File: src/design/lttb_downsample_selector_macros.svh
// ----------------------------------------------------------------------------
// LTTB selector assertion macros
// Clocked on i_clk, disabled while i_rst_n is low.
// ----------------------------------------------------------------------------
`ifndef LTTB_DOWNSAMPLE_SELECTOR_MACROS_SVH
`define LTTB_DOWNSAMPLE_SELECTOR_MACROS_SVH

// consequent holds in the same cycle as the antecedent
`define LTTBDS_ASSERT_SAME(lbl, ante, cons, msg) \
    lbl: assert property (@(posedge i_clk) disable iff (!i_rst_n) (ante) |-> (cons)) \
        else $error(msg);

// consequent holds in the cycle after the antecedent
`define LTTBDS_ASSERT_NEXT(lbl, ante, cons, msg) \
    lbl: assert property (@(posedge i_clk) disable iff (!i_rst_n) (ante) |=> (cons)) \
        else $error(msg);

`endif

File: src/design/lttbds_div.sv
// ----------------------------------------------------------------------------
// lttbds_div
// Restoring unsigned divider, one quotient bit per cycle.
// ----------------------------------------------------------------------------
`default_nettype none

module lttbds_div #(
    parameter int W = 13
) (
    input  logic         i_clk,
    input  logic         i_rst_n,
    input  logic         i_start,
    input  logic [W-1:0] i_dividend,
    input  logic [W-1:0] i_divisor,
    output logic         o_done,
    output logic [W-1:0] o_quotient,
    output logic [W-1:0] o_remainder
);
    localparam int CNT_W = $clog2(W + 1);

    logic [W:0]       r_rem;
    logic [W-1:0]     r_quo;
    logic [W-1:0]     r_dvs;
    logic [CNT_W-1:0] r_cnt;
    logic             r_busy;
    logic             r_done;
    logic [W:0]       w_trial;
    logic             w_fits;

    assign w_trial = {r_rem[W-1:0], r_quo[W-1]};
    assign w_fits  = (w_trial >= {1'b0, r_dvs});

    always_ff @(posedge i_clk) begin
        if (!i_rst_n) begin
            r_busy <= 1'b0;
            r_done <= 1'b0;
            r_cnt  <= '0;
        end else begin
            r_done <= 1'b0;
            if (i_start) begin
                r_busy <= 1'b1;
                r_cnt  <= CNT_W'(W);
            end else if (r_busy) begin
                r_cnt <= r_cnt - 1'b1;
                if (r_cnt == CNT_W'(1)) begin
                    r_busy <= 1'b0;
                    r_done <= 1'b1;
                end
            end
        end
    end

    always_ff @(posedge i_clk) begin
        if (i_start) begin
            r_rem <= '0;
            r_quo <= i_dividend;
            r_dvs <= i_divisor;
        end else if (r_busy) begin
            r_rem <= w_fits ? (w_trial - {1'b0, r_dvs}) : w_trial;
            r_quo <= {r_quo[W-2:0], w_fits};
        end
    end

    assign o_done      = r_done;
    assign o_quotient  = r_quo;
    assign o_remainder = r_rem[W-1:0];
endmodule

`default_nettype wire

File: config.mk
export PLATFORM = sky130hd
export DESIGN_NAME = lttbds_div
export DESIGN_NICKNAME = d
export VERILOG_FILES = /design/src/design/lttb_downsample_selector_macros.svh /design/src/design/lttbds_div.sv
export SDC_FILE = /design/constraint.sdc
export NUM_CORES = 1
export LEC_CHECK = 0
export BUFFER_PORTS_ARGS = -buffer_cell sky130_fd_sc_hd__buf_2
export CAP_MARGIN = 15
export CORE_ASPECT_RATIO = 0.75
export CORE_MARGIN = 8
export CORE_UTILIZATION = 35
export DETAILED_ROUTE_END_ITERATION = 8
export SLEW_MARGIN = 5
export SYNTH_ARGS = -nofsm -noshare
export SYNTH_HDL_FRONTEND = slang
export SYNTH_SLANG_ARGS = --single-unit
File: constraint.sdc
create_clock -name i_clk -period 2.6 [get_ports i_clk]
set_clock_uncertainty 0.2 [all_clocks]
set_input_delay 0 -clock i_clk [delete_from_list [all_inputs] [get_ports i_clk]]
set_output_delay 0 -clock i_clk [all_outputs]
set_load 0.03 [all_outputs]
==> results.yml <==
cells_and_area:
  syn2layout_area_growth_pct: 33.9
  finalInstanceArea_sq_um: 3350
  stdcell_count: 418
  design.final.nets: 364
  layout-drive-gt1-share_pct: 33.1
  antennaDiodeCount: 0
  final_cell_mix: "55 x buf_2, 27 x dlygate4sd3_1, 26 x edfxtp_1, 20 x nor2_1, 19 x dfxtp_1"
  layout_commonest_cell: "buf_2"
worst_setup_path:
  timing.setup.critical_path_class: "reg -> reg"
  setup.worst_path.start_class: "register"
  worst_setup_path_startpoint: "o_quotient[12]"
  critPathMaxFanout: 6
  worstPathArrival_ps: 2590
  required_time_of_the_critical_path_ps: 2610
  r2r_setup_slack_ps: 20
  setup.worst_path.end_class: "register"
  regToRegEndpoint: "r_rem[3]"
  r2r-start: "o_quotient[12]"
  r2r.worst_path.cells: 11
synthesis:
  syn-cell-area_sq_um: 2500
  synth.yosys.warnings: 0
  yosysSeqAreaShare_pct: 46.4
  synthesis.instances: 227
  synth-edff-count: 26
  number_of_flip_flops_and_latches_in_the_synthesized_netlist: 45
  average_footprint_of_a_synthesized_cell_sq_um: 11.0
  synth_cell_type_count: 45
  synth_async_sr_flop_share_pct: 0
  syn_nets: 272
  dominantRegCellSynth: "edfxtp_1"
sta:
  setup_viol: 0
  maxSlewViolCount: 0
  finalHoldWorstSlack_ps: 177
  rsz0062_at_grt: "yes"
  worst_slew_margin_rel_pct: 40.8
  timing.setup.tns_ps: 0
  count_of_final_hold_check_violations: 0
  finalCritPeriodShare_pct: 99.2
  min_period_ps: 2580
  fmax_ghz: 0.388
  worstMarginPinSlew_ps: 888
min_path:
  min_to: "r_dvs[3]"
  hold_path_depth: 1
  hold_path_class: "in -> reg"
  start_point_of_the_worst_min_delay_path: "i_start"
clocking:
  cts.clk_slew.worst_paths_ps: 90
  cts_sinks: 45
  cts-htree-levels: 2
  cts_tree: "done"
  clkLatencyLatePin_ps: 300
  max-clock-path-buffers: 2
  cts.root.buffer_cell: "clkbuf_8"
  tritoncts.num_buffers: 5
placement:
  dp_hpwl_um: 4210
  placed_area_sq_um: 2940
  dp_cells: 381
  io_buffer_count: 55
  place_congestion: 0.777
floorplanning:
  start_util_pct: 36.5
  die_height_um: 89.3
  core_region_area_sq_um: 6860
  die_width_um: 114
  ios: 56
  rows: 26
  die_area_sq_um: 10100
power_and_ir_drop:
  cellLeakagePower_nw: 1.45
  vdd_drop_max_mv: 0.259
  totalPowerFinal_w: 0.00201
  powerDensity_nw_per_um2: 600
status:
  status: "complete, no violations"
job:
  max-cap-violations: 0
global_route:
  grt_pass1_wl_um: 9510
  grt_usage_pct: 11.7
  overflow: 0
  maximum_number_of_pins_on_one_net_before_global_route_repair: 44
  antenna_found_initial: 0
  first_global_vias: 2028
detailed_routing:
  wl_per_cell_um: 13.9
  residual_drc: 0
  drtAntennaViolNets: 0
  first_iter_violations: 113
  num_vias: 1984
  drt_first_pass_iters: 4
  wl_um: 5810
  via_density: 4.75
[power by group]
| group | total (W) | switching [W] | internal, W |
|---|---|---|---|
| logic | 0.000616 | 0.000340 | 0.000276 |
| registers | 0.000867 | 0.0000416 | 0.000825 |
| clock network | 0.000530 | 0.000247 | 0.000283 |
[critical path: stages (launching register included)]
cell and delay [ps]:
edfxtp_1 400, inv_2 100, ha_4 140, inv_2 40
fa_2 340, a21o_1 200, a221oi_4 250, o21bai_2 100
a21o_4 240, buf_6 140, mux2i_1 110, a211oi_1 220
[metrics by stage]
step                setup slack [ps]  util, %
floorplan                       -295        -
global placement                51.3     42.9
detailed placement             -29.4     42.9
CTS                             6.18     48.6
global route                    -130     48.9
finish                          20.0     48.9
[metal layers]
| metal | up-vias | track usage [%] | wire length (um) | share of wire, % |
|---|---|---|---|---|
| met5 | - | 0 | 0 | 0 |
| met4 | 0 | 3.61 | 60 | 1.0 |
| met3 | 7 | 3.31 | 280 | 4.8 |
| met2 | 52 | 18.4 | 2600 | 45 |
| met1 | 918 | 15.3 | 2880 | 49 |
| li1 | 1007 | - | - | - |
[cells by family after synthesis]
group           count (synthesis)  synth area share, %
simple gates                   51                 10.1
compound gates                 49                 15.6
flops                          45                 46.4
buf+inv                        31                 5.74
mux                            21                 9.04
fa+ha+maj                      16                 8.29
xor+xnor                       14                 4.90
[cell type report]
| cell class | count | area, sq um |
|---|---|---|
| Inverter | 19 | 71.3 |
| Clock inverter | 3 | 41.3 |
| Tap cell | 98 | 123 |
| Clock buffer | 5 | 68.8 |
| Sequential cell | 45 | 1160 |
| Multi-Input combinational cell | 151 | 1220 |
| Fill cell | 649 | 3510 |
| Timing Repair Buffer | 97 | 666 |
[repair_timing]
action | CTS | global route
endpoints found under the hold margin | 32 | 0
setup endpoints to repair | 8 | 14
resized for setup | 3 | 1
setup buffers | 0 | 2
pin swaps | 0 | 3
hold buffers | 27 | 0
[registers in the layout (all words and copies together) (netlist names)]
signal	cells
o_done	1
o_quotient	13
r_busy	1
r_cnt	4
r_dvs	13
r_rem	13
[Yosys cell counts, types with 5 or more instances]
master | number | area, sq um
a21o_1 | 5 | 37.5
mux2i_1 | 8 | 80.1
xnor2_1 | 6 | 52.6
a211oi_1 | 10 | 75.1
inv_1 | 19 | 71.3
edfxtp_1 | 26 | 781
nand2_1 | 10 | 37.5
ha_1 | 15 | 188
a21oi_1 | 10 | 50.1
xor2_1 | 8 | 70.1
mux2_2 | 13 | 146
nor2_1 | 20 | 75.1
clkbuf_1 | 5 | 18.8
dfxtp_1 | 19 | 380
[worst max-delay path by stage]
| stage | slack (ps) | cells after the start | endpoint |
|---|---|---|---|
| floorplan | -300 | 11 | o_quotient[0] |
| global placement | 50 | 11 | r_rem[6] |
| detailed placement | -30 | 11 | r_rem[6] |
| CTS | 6 | 11 | r_rem[10] |
| global route | -130 | 11 | r_rem[3] |
| finish | 20 | 11 | r_rem[3] |
Power figures use the tool's default switching activity.
